File: src/design/q16_pkg.sv
// Package for the Q16.16 arithmetic unit: operation codes, widths and the
// request and result structures shared by the front end, queue and back end.
// Depends on nothing.
package q16_pkg;
	localparam int DataW = 32;
	localparam int FracBitsDef = 16;
	localparam int QDepthDef = 4;

	typedef enum logic [1:0] {
		OP_MUL = 2'd0,
		OP_DIV = 2'd1,
		OP_F2FIX = 2'd2,
		OP_ABS = 2'd3
	} op_t;

	// Request after classification: magnitudes and sign taken apart up front.
	typedef struct packed {
		op_t op;
		logic [DataW-1:0] a;
		logic [DataW-1:0] b;
		logic [DataW-1:0] mag_a;
		logic [DataW-1:0] mag_b;
		logic neg;
		logic div_zero;
	} req_t;

	typedef struct packed {
		logic [DataW-1:0] value;
		logic err;
	} res_t;
endpackage

File: src/design/q16_front.sv
// Front end of the Q16.16 unit: accepts requests, classifies them and forms
// operand magnitudes and result sign, registered into one stage.
// Depends on q16_pkg.
module q16_front (
	input logic clk,
	input logic arst_n,
	input logic in_valid,
	output logic in_ready,
	input logic [1:0] req_type,
	input logic signed [q16_pkg::DataW-1:0] operand_a,
	input logic signed [q16_pkg::DataW-1:0] operand_b,
	output logic out_valid,
	input logic out_ready,
	output q16_pkg::req_t out_req
);
	import q16_pkg::*;

	logic valid_s1;
	req_t req_s1;
	req_t req_d;
	logic [DataW-1:0] ua, ub;

	assign ua = operand_a;
	assign ub = operand_b;
	assign in_ready = !valid_s1 || out_ready;

	always_comb begin
		req_d.op = op_t'(req_type);
		req_d.a = ua;
		req_d.b = ub;
		req_d.mag_a = ua[DataW-1] ? (~ua + 1'b1) : ua;
		req_d.mag_b = ub[DataW-1] ? (~ub + 1'b1) : ub;
		req_d.neg = ua[DataW-1] ^ ub[DataW-1];
		req_d.div_zero = (ub == '0);
	end

	always_ff @(posedge clk or negedge arst_n) begin
		if (!arst_n) begin
			valid_s1 <= 1'b0;
		end else if (in_ready) begin
			valid_s1 <= in_valid;
		end
	end

	always_ff @(posedge clk) begin
		if (in_ready && in_valid) begin
			req_s1 <= req_d;
		end
	end

	assign out_valid = valid_s1;
	assign out_req = req_s1;
endmodule

File: config.mk
export PLATFORM = sky130hd
export DESIGN_NAME = q16_front
export DESIGN_NICKNAME = d
export VERILOG_FILES = /design/src/design/q16_pkg.sv /design/src/design/q16_front.sv
export SDC_FILE = /design/constraint.sdc
export NUM_CORES = 1
export LEC_CHECK = 0
export BUFFER_PORTS_ARGS = -buffer_cell sky130_fd_sc_hd__buf_4
export CAP_MARGIN = 20
export CORE_MARGIN = 4
export CORE_UTILIZATION = 41
export CTS_CLUSTER_DIAMETER = 40
export CTS_CLUSTER_SIZE = 8
export DETAILED_ROUTE_END_ITERATION = 7
export PLACE_DENSITY = 0.72
export SETUP_SLACK_MARGIN = 0.4
export SLEW_MARGIN = 20
export SYNTH_ARGS = -nofsm -noshare
export SYNTH_HDL_FRONTEND = slang
export SYNTH_SLANG_ARGS = --single-unit
File: constraint.sdc
create_clock -name clk -period 3.6 [get_ports clk]
set_clock_uncertainty 0.1 [all_clocks]
set_input_delay 0.54 -clock clk [delete_from_list [all_inputs] [get_ports clk]]
set_output_delay 0.54 -clock clk [all_outputs]
set_load 0.05 [all_outputs]
==> Word-level counts from Yosys, hierarchy flattened <==
Cells that the tools add are included.
Widths: inputs -> output; s select.
{ "op_classes": {"n_addsub": 2, "n_mul": 0, "n_div": 0, "magnitude_cmp": 0, "eq_ne": 0, "n_shift": 0, "muxes": 2, "bitwise": 3, "reduce_logical": 4} }
{ "op_table": {"columns": ["op", "n"], "rows": [
  ["$add 32x1->32 const B", 2],
  ["$not 32->32", 2],
  ["$mux 31", 2],
  ["$logic_not 32->1", 1],
  ["$logic_and 1x1->1", 1],
  ["$logic_not 1->1", 1],
  ["$logic_or 1x1->1", 1],
  ["$xor 1x1->1", 1]
]} }
{ "totals": {"reg_bits": 133, "latch_bits": 0, "mem_bits_rw": 0, "romBits": 0, "input_bits": 70, "out_inout_bits": 134, "elab_cells": 21, "n_memories": 0} }

==> Depth between registers and ports, before layout <==
{ "logic_depth": {"ltp_word": 3, "mapped_depth": 6, "mapped_depth_nobuf": 6} }

==> Least setup slack after synthesis <==
No wires, ideal clock.
{ "synth_timing": {"path_kind": "register to register", "start": "register valid_s1 (netlist: out_valid)", "end": "register req_s1 (netlist bit out_req[0]) (enable)", "setup_time_ns": 0.504, "arrival_time_ns": 4.124, "t_required_ns": 2.996, "path_slack_ns": -1.128, "stages_incl_launch_ff": 3, "path_buffers": 0, "period_less_slack_ns": 4.728, "path_cell_list": "dfrtp_1 > nand2b_1 > and2_1"} }
{ "synth_between": {"elab_chain_cells": 3} }
{ "synth_lines": {"columns": ["item", "line_no", "text"], "rows": [
  ["from (decl)", "q16_front.sv:18", "logic valid_s1;"],
  ["from (signal assigned)", "q16_front.sv:41", "valid_s1 <= in_valid;"],
  ["$logic_not 1->1", "q16_front.sv:25", "assign in_ready = !valid_s1 || out_ready;"],
  ["$logic_or 1x1->1", "q16_front.sv:25", null],
  ["named net in_ready", "q16_front.sv:8", "output logic in_ready,"],
  ["$logic_and 1x1->1", "q16_front.sv:46", "if (in_ready && in_valid) begin"],
  ["to (signal assigned)", "q16_front.sv:47", "req_s1 <= req_d;"],
  ["to (decl)", "q16_front.sv:19", "req_t req_s1;"]
]} }
The timed path passes the listed nets, and every way through them passes these cells.
A chain may end at the register's enable or synchronous reset.

==> metrics <==
outcome=completed; Worst slew margin=0.503; Period Utilization, post-route=0.624; Gate power share=0.185; crit-path leading delay family=simple AND/OR/NAND/NOR gates; Syn Area/Cell=15.5 µm²; PostCTS Resize Cnt=0; grt ovf=0; Reg clk slew, reported paths=0.06 ns; crit path DAT=approximately 2.3 ns; syn nets=430; number of remaining DRC errors=0; Design Area, Final=7780 µm²; DR top layer=met4; final wirelength=13.6 mm; First DRT Iteration DRCs=250; # rows=42; via count=slightly below 4,000; Yosys cell types=38; Core Box Area=13,200 µm²; WP buf/inv=2; Die W=between 100 and 150 µm; top-area cell type share of the netlist area=0.707; PortBufs=about 200; maximum capacitance violations=0; CTS Buf Count=17; Wirelength per Cell=18.0 µm; Synth Instances=~360; Internal=2970 µW; routability congestion estimate=0.760; Pre-Repair DR Iteration Count=5; switching share of power=0.281; Area after DPL=7250 µm²; die area=15,400 µm²; HP Class=input port to flop; initial antenna violation count=0; first-pass GRT wire length=approximately 20 mm; H-tree depth=4; mapped cell area=5520 µm²; top post-synthesis cells by count=edfxtp_1 (130), xnor2_1 (53), nand2_1 (24); # clock sinks=131; setup TNS=0 ns; largest net degree at the start of global routing=131; sw power=1160 µW; GRT Resource Usage Total=0.176; Seq/Total Area, Yosys=0.712; Final Hold Viols=0; Initial Utilization=0.418; clock power share=0.371; wire length on met2=6.63 mm; Slew Limit Fails=0; Setup Viol. Count Final=0; met3 routed WL=1.65 mm; YS warnings=0; Post-synth EDFFs=130; cell taking the most area after synthesis=edfxtp_1; vias in the first global route=3,946; maximum vdd drop=0.303 mV; Leak Pwr=0.00293 µW; Slew @ Worst Pin=0.740 ns; Post-Layout Cell Count=760; placed cells=728; crit path time final=2.25 ns; Worst setup EP type=flop; vias per inst=5.12; fin nets=646; Synth area leaders=edfxtp_1 (71%), xnor2_1 (8.4%), nor4_1 (1.7%), nand2_1 (1.6%), o31ai_1 (1.6%); die height=approximately 120 µm; PD cells=531 nW/µm²; FMAX=0.445 GHz; kind of start point of the critical path=input port; Largest stage delay, worst path=between 0.4 and 0.5 ns; asr flop ratio synth=0.00763; HPWL after detailed placement=9.94 mm; DRT antenna net count=0; crit-path cells=buf_4, inv_1, ha_1, nor3b_1, nand4_1, o41ai_1, xnor2_1; worst skew pair latency=0.41 ns; CTS tree=done; Top Ports=between 200 and 250; Post-Route M1 WL=~5.1 mm; CP max FO=6; Crit-path slowest cell=o41ai_1; share of cells above drive strength 1=0.421; root buf cell=clkbuf_16; unrepaired setup endpoints after global routing=no; synth-to-layout area growth=41.1%; Req. time, crit path=between 3 and 4 ns; count leader, synth=edfxtp_1; Primary FF master, synth=edfxtp_1; number of diodes=0; Max Root-Sink Buffers=2; critical path type=input port to flop; FF+latch count, synth=about 130; Filler cells=between 1,000 and 1,500; Flop pwr share=0.443
layout by cell type, fill, tap and decap left out, drive strengths merged, types with 4 or more instances in the layout:
master / synthesis / final
a21oi: 5 / 5
buf: 3 / 204
clkbuf: 5 / 20
clkinv: 0 / 8
edfxtp: 130 / 130
ha: 4 / 4
inv: 7 / 7
nand2: 24 / 24
nand2b: 6 / 6
nand3: 6 / 6
nand4: 7 / 7
nor2: 12 / 12
nor3: 7 / 7
nor4: 20 / 20
o21ai: 17 / 17
o31ai: 12 / 12
o41ai: 11 / 11
or3: 4 / 4
xnor2: 53 / 53
xor2: 6 / 6
layout make-up:
class                      count  area (µm²)  share of cell area
sequential                   131        3930               0.505
timing repair buffer         205        1550               0.200
multi-input combinational    210        1530               0.196
inverter                       7        26.3             0.00338
clock inverter                11        90.1              0.0116
tap                          176         220              0.0283
clock buffer                  20         437              0.0561
worst register-to-register path: cells and delay by family, from the launching register on:
kind / cells / cell delay (ns)
buf+inv: 1 / 0.51
simple gates: 2 / 0.29
flops: 1 / 0.38
sequential cells by signal (all words and copies together) (netlist names):
signal     cells
out_req      130
out_valid      1
path summary, 6_finish.rpt:
check                                      start                     end  slack (ns)  cells after the start
min reg2reg                out_valid$_DFFE_PN0N_   out_valid$_DFFE_PN0N_        0.46                      2
max in group asynchronous                 arst_n   out_valid$_DFFE_PN0N_        2.97                      2
max reg2reg                out_valid$_DFFE_PN0N_  out_req[120]$_DFFE_PP_        1.90                      3
min in group asynchronous                 arst_n   out_valid$_DFFE_PN0N_        0.35                      2
min                                  req_type[1]  out_req[131]$_DFFE_PP_        0.20                      1
max                                 operand_b[1]   out_req[30]$_DFFE_PP_        1.35                      7
layer usage:
metal / vias to the layer above / GRT usage
met5: - / 0
met1: 1855 / 0.198
met2: 201 / 0.291
li1: 1809 / -
met4: 0 / 0.0910
met3: 28 / 0.0695
stage by stage:
step,hold slack (ns),worst slack [ns],power (µW),util
finish,0.196,1.35,4140,0.590
global route,0.182,1.27,4280,0.590
CTS,0.181,1.35,4170,0.590
detailed placement,0.219,0.895,2630,0.550
global placement,0.215,1.11,2620,0.550
floorplan,0.144,0.970,2340,-
cell families (layout without fill, tap and decap cells):
group           count (synthesis)  in the layout  share of synthesized area
flops                         131            131                      0.712
simple gates                   99             99                      0.111
xor+xnor                       59             59                     0.0936
compound gates                 48             48                     0.0630
buf+inv                        15            243                     0.0116
fa+ha+maj                       4              4                    0.00907
power by group through the flow:
stage	Combinational [µW]	Clock, µW	Sequential (µW)
floorplan	148	0	2190
global placement	760	0	1860
detailed placement	769	0	1870
CTS	771	1560	1840
global route	805	1640	1840
finish	767	1540	1830
what timing repair did:
item	4_1_cts	5_1_grt
setup buffers	0	0
endpoints found under the hold margin	1	0
hold buffers	1	0
Power figures use the tool's default switching activity.
