<file path="src/design/q16_pkg.sv">
// Package for the Q16.16 arithmetic unit: operation codes, widths and the
// request and result structures shared by the front end, queue and back end.
// Depends on nothing.
package q16_pkg;
	localparam int DataW = 32;
	localparam int FracBitsDef = 16;
	localparam int QDepthDef = 4;

	typedef enum logic [1:0] {
		OP_MUL = 2'd0,
		OP_DIV = 2'd1,
		OP_F2FIX = 2'd2,
		OP_ABS = 2'd3
	} op_t;

	// Request after classification: magnitudes and sign taken apart up front.
	typedef struct packed {
		op_t op;
		logic [DataW-1:0] a;
		logic [DataW-1:0] b;
		logic [DataW-1:0] mag_a;
		logic [DataW-1:0] mag_b;
		logic neg;
		logic div_zero;
	} req_t;

	typedef struct packed {
		logic [DataW-1:0] value;
		logic err;
	} res_t;
endpackage

</file>
<file path="src/design/q16_queue.sv">
// Short queue between the front and back ends of the Q16.16 unit, so that
// either side may stall on its own. Depends on q16_pkg.
module q16_queue #(
	parameter int Depth = q16_pkg::QDepthDef
) (
	input logic clk,
	input logic arst_n,
	input logic wr_valid,
	output logic wr_ready,
	input q16_pkg::req_t wr_data,
	output logic rd_valid,
	input logic rd_ready,
	output q16_pkg::req_t rd_data
);
	import q16_pkg::*;

	localparam int AW = (Depth > 1) ? $clog2(Depth) : 1;

	req_t mem_q [Depth];
	logic [AW-1:0] wp_q, rp_q;
	logic [AW:0] cnt_q;
	logic do_wr, do_rd;

	assign wr_ready = (cnt_q != Depth[AW:0]);
	assign rd_valid = (cnt_q != '0);
	assign do_wr = wr_valid && wr_ready;
	assign do_rd = rd_valid && rd_ready;
	assign rd_data = mem_q[rp_q];

	always_ff @(posedge clk or negedge arst_n) begin
		if (!arst_n) begin
			wp_q <= '0;
			rp_q <= '0;
			cnt_q <= '0;
		end else begin
			if (do_wr) begin
				wp_q <= (wp_q == AW'(Depth - 1)) ? '0 : wp_q + 1'b1;
			end
			if (do_rd) begin
				rp_q <= (rp_q == AW'(Depth - 1)) ? '0 : rp_q + 1'b1;
			end
			cnt_q <= cnt_q + (AW+1)'(do_wr) - (AW+1)'(do_rd);
		end
	end

	always_ff @(posedge clk) begin
		if (do_wr) begin
			mem_q[wp_q] <= wr_data;
		end
	end
endmodule

</file>
<file path="config.mk">
export PLATFORM = sky130hd
export DESIGN_NAME = q16_queue
export DESIGN_NICKNAME = d
export VERILOG_FILES = /design/src/design/q16_pkg.sv /design/src/design/q16_queue.sv
export SDC_FILE = /design/constraint.sdc
export NUM_CORES = 1
export LEC_CHECK = 0
export BUFFER_PORTS_ARGS = -buffer_cell sky130_fd_sc_hd__buf_2
export CAP_MARGIN = 10
export CORE_MARGIN = 2
export CORE_UTILIZATION = 40
export DETAILED_ROUTE_END_ITERATION = 16
export GPL_TIMING_DRIVEN = 0
export PLACE_DENSITY_LB_ADDON = 0.15
export SYNTH_ARGS = -nofsm -noshare
export SYNTH_HDL_FRONTEND = slang
export SYNTH_SLANG_ARGS = --single-unit
</file>
<file path="constraint.sdc">
create_clock -name clk -period 8.5 [get_ports clk]
set_input_delay 0 -clock clk [delete_from_list [all_inputs] [get_ports clk]]
set_output_delay 0 -clock clk [all_outputs]
set_load 0.03 [all_outputs]
</file>
# == Yosys cells after proc, flatten, opt, wreduce, memory -nomap -nowiden ==
# Memory sizes are Yosys's and may differ from the RTL's.
# Index checks and enable logic that the tools add are counted.
# totals
ff_bits,7
mem_bits_rw,528
input_bits,136
output_inout_bits,134
elab_cells,18
mem_count,1
# mem_list
memory,words,word_bits,read_ports,rd_clocked_by_memory_dff,write_ports,line_no,source
mem_q,4,132,1,0,1,q16_queue.sv:19,req_t mem_q [Depth];
# op_classes
n_addsub,4
eq_ne,3
mux,4
reduce_logical,3
# op_table
operator,n
"2-bit by 1-bit adder with 2-bit output, second input constant",2
"2-bit == test, second input constant",2
2-bit 2-to-1 mux,2
3-bit by 1-bit adder with 3-bit output,1
"3-bit != test, second input constant",1
3-bit nonzero test,1
3-bit by 1-bit subtractor with 3-bit output,1
1-bit logical AND,2
1-bit 2-to-1 mux,2

# == Depth between registers and ports, before layout ==
# logic_depth
word_depth,4
ltp_mapped,10
mapped_depth_nobuf,10

# == Worst setup path after synthesis ==
# Ideal clock, no wire load.
# synth_timing
path_type,register -> register
from,reg cnt_q[2]
to,mem mem_q[0][0] (netlist name) (enable)
setup_time_ps,433
arrival_time_ps,2373
t_required_ps,8067
path_slack_ps,5694
stages_incl_launch_ff,3
n_path_buf,0
period_less_slack_ps,2806
path_cell_list,dfrtp_1 -> or3b_4 -> and3_2
# synth_via
elab_chain_cells,4
# synth_rtl
item,line_no,source
"start, declared",q16_queue.sv:21,logic [AW:0] cnt_q;
"start signal, assigned",q16_queue.sv:42,cnt_q <= cnt_q + (AW+1)'(do_wr) - (AW+1)'(do_rd);
3-bit != test,q16_queue.sv:24,assign wr_ready = (cnt_q != Depth[AW:0]);
named net wr_ready,q16_queue.sv:9,"output logic wr_ready,"
1-bit logical AND,q16_queue.sv:26,assign do_wr = wr_valid && wr_ready;
1-bit 2-to-1 mux,q16_queue.sv:47,if (do_wr) begin
1-bit 2-to-1 mux (not written as such),q16_queue.sv:48,mem_q[wp_q] <= wr_data;
"end, declared",q16_queue.sv:19,
# The timed path passes the listed nets, and every way through them passes these cells.

# == Worst setup path in the final report ==
# layout_timing
from,reg cnt_q[1]
to,reg cnt_q[2]
# layout_via
word_cells_on_any_way,6
cone_classes,2 x add/sub; 1 x eq/ne; 3 x reduce/logical
# layout_lines
item,line_no,source
3-bit nonzero test,q16_queue.sv:25,assign rd_valid = (cnt_q != '0);
1-bit logical AND,q16_queue.sv:27,assign do_rd = rd_valid && rd_ready;
named net do_rd,q16_queue.sv:22,"logic do_wr, do_rd;"
3-bit by 1-bit subtractor with 3-bit output,q16_queue.sv:42,
# The timed path passes the listed nets, and every way through them passes these cells.
# A chain may end at the register's enable or synchronous reset.

==> flow_metrics.tcl <==
set metrics [dict create \
    leakage_nw 8.57 \
    synth_largest_area_cell "edfxtp_1" \
    crit_path_start_kind "flip-flop" \
    grt_pass1_vias 10200 \
    ir_drop_mv 0.222 \
    worstPathRequired_ns 9.00 \
    htree_levels 2 \
    cts_hold_buf 136 \
    grt_setup_unrepaired "false" \
    powerDensity_nw_per_um2 363 \
    hpwl_um 24300 \
    ys_top_cells_by_area "edfxtp_1, mux4_2, dfrtp_1" \
    wl_met3_um 2410 \
    final_nets 1342 \
    met1_length_um 17200 \
    clkTransAtPathRegs_ns 0.06 \
    port_buffers 269 \
    core_um2 47800 \
    ios 270 \
    fin_crit_ns 2.51 \
    grt_antenna_before_repair 1 \
    syn2layout_area_growth_pct 27.6 \
    grt_pass1_wl_um 60700 \
    fin_crit_sh 0.296 \
    postSynthCellCount 728 \
    hold_class "in2reg" \
    seq_area_frac_synth 0.823 \
    postCtsResizedCells 0 \
    synth-edff-count 528 \
    yosys_warnings 0 \
    cts_buffer_depth 3 \
    finalWeightedCongestion 0.688 \
    critical_path_class "reg2reg" \
    crit_arrival_ns 3.01 \
    top_layer "met5" \
    fin_worst_skew_ns 0.00981 \
    die_height_um 225 \
    synth.most_common_cell "edfxtp_1" \
    cp-end-kind "flip-flop" \
    async_flop_share 0.0131 \
    die_w_um 225 \
    fmax_mhz 398 \
    outcome "finished clean" \
    yosys.area.top_type_share 0.814 \
    postRouteAntennaNets 0 \
    grt-ovfl-total 0 \
    die-area_um2 50500 \
    wl_met2_um 19500 \
    grt_use_total 0.160 \
    postCtsSetupBuffers 0 \
    final_hold_viol_count 0 \
    first_iter_violations 538 \
    setup_viol 0 \
    syn_area_per_cell_um2 26.7 \
    rows 80 \
    start_util 0.407 \
    whs_ns 0.153 \
    drcViolationCount 0 \
    yosysUniqueCellTypes 19 \
    synth_common_cells "edfxtp_1, mux4_2, buf_2" \
    tightest_slew_ns 0.888 \
    cts-root-buf "clkbuf_16" \
    cts_tree "done" \
    numClockSinks 535 \
    finalWirelength_um 40000 \
    synthesis.area_um2 19500 \
    via_per_inst 4.94 \
    synth-seq-cells 535 \
    drv_slew 0 \
    diodes 0 \
    synth_fp_nets 872 \
    grt_max_degree 53 \
    relSlewSlack 0.408 \
    maxCapViolations 0 \
    clk_latency_ns 0.59 \
    fin_tns_setup_ns 0 \
    num_vias 9166 \
    worst-path-max-fanout 4 \
    first_pass_iters 4 \
    ys.flop_type "edfxtp_1" \
    wl_per_cell_um 21.6 \
    drive_gt1_frac 0.419 \
    numCtsBuffers 55 \
]
-- routing by layer --
metal / track usage / vias up
met5: 0 / -
met4: 0.0491 / 2
met3: 0.0447 / 66
met2: 0.262 / 209
met1: 0.210 / 4789
li1: - / 4100
-- cell type report --
type	instances	area, µm²
Multi-Input combinational cell	156	3230
Fill cell	3836	23000
Clock buffer	64	1450
Buffer	30	196
Clock inverter	35	210
Inverter	7	26.3
Sequential cell	535	16000
Timing Repair Buffer	413	2920
Tap cell	615	769
-- per-stage QoR --
step	cells	worst slack [ns]	total power [mW]	util	cell area (µm²)
2_1_floorplan	728	5.69	5.86	-	19500
3_3_place_gp	1612	4.28	6.87	0.451	21600
3_5_place_dp	1620	6.01	6.89	0.456	21800
4_1_cts	1855	5.92	9.20	0.519	24800
5_1_grt	1855	5.82	9.45	0.519	24800
6_report	1855	5.99	9.03	0.519	24800
-- critical path: stages (launching register included) --
cell and delay [ns]:
dfrtp_1 0.44, or3_2 0.50, nand2_1 0.17, inv_1 0.06, ha_1 0.27, inv_1 0.05
ha_1 0.12, inv_1 0.06, fa_1 0.42, xnor2_1 0.20, xnor2_1 0.15
-- logic make-up (layout without fill, tap and decap cells) --
family / after synthesis / in the layout / synth area share
flip-flops: 535 / 535 / 0.823
multiplexers: 136 / 136 / 0.155
buffers and inverters: 37 / 549 / 0.0114
AND/OR/NAND/NOR: 10 / 10 / 0.00353
adder cells (fa/ha/maj): 8 / 8 / 0.00553
XOR/XNOR: 2 / 2 / 0.000900
-- worst paths after layout --
path                                   from            to  slack [ns]  depth (start not counted)
worst max-delay path               cnt_q[1]      cnt_q[2]        5.99                         10
worst min-delay path            wr_data[55]  mem_q[0][55]        0.15                          2
worst min register to register     cnt_q[2]      cnt_q[2]        0.52                          1
max in group asynchronous            arst_n       rp_q[1]        7.82                          3
min in group asynchronous            arst_n      cnt_q[1]        0.42                          3
worst max register to register     cnt_q[1]      cnt_q[2]        5.99                         10
-- cell usage in the layout (no fill, tap or decap) --
master | netlist | final
inv_6 | 0 | 1
and3_4 | 0 | 4
clkbuf_1 | 5 | 12
nor2_1 | 2 | 2
mux4_2 | 132 | 132
or3b_4 | 1 | 1
clkinvlp_4 | 0 | 1
fa_1 | 1 | 1
nand2_1 | 1 | 1
edfxtp_1 | 528 | 528
buf_16 | 0 | 7
or3_2 | 1 | 1
xnor2_1 | 2 | 2
dfrtp_1 | 7 | 7
clkbuf_16 | 0 | 57
inv_1 | 7 | 7
buf_6 | 8 | 8
mux2_4 | 2 | 2
ha_1 | 7 | 7
and2_4 | 1 | 1
buf_12 | 0 | 1
clkinv_1 | 0 | 17
mux2_2 | 2 | 2
dlygate4sd3_1 | 0 | 136
buf_2 | 16 | 285
bufinv_16 | 0 | 2
buf_4 | 1 | 1
clkinv_2 | 0 | 14
-- state kept, by name, summed over array words and instances, names as in the netlist --
signal,cells
mem_q,528
cnt_q,3
rp_q,2
wp_q,2
-- power breakdown --
group          leakage [nW]  internal, mW  switching [mW]
logic                  2.82          1.17            2.04
registers              4.92          3.48           0.102
clock network         0.825          1.27           0.961
Note: power is estimated with default switching activity, not from simulation.
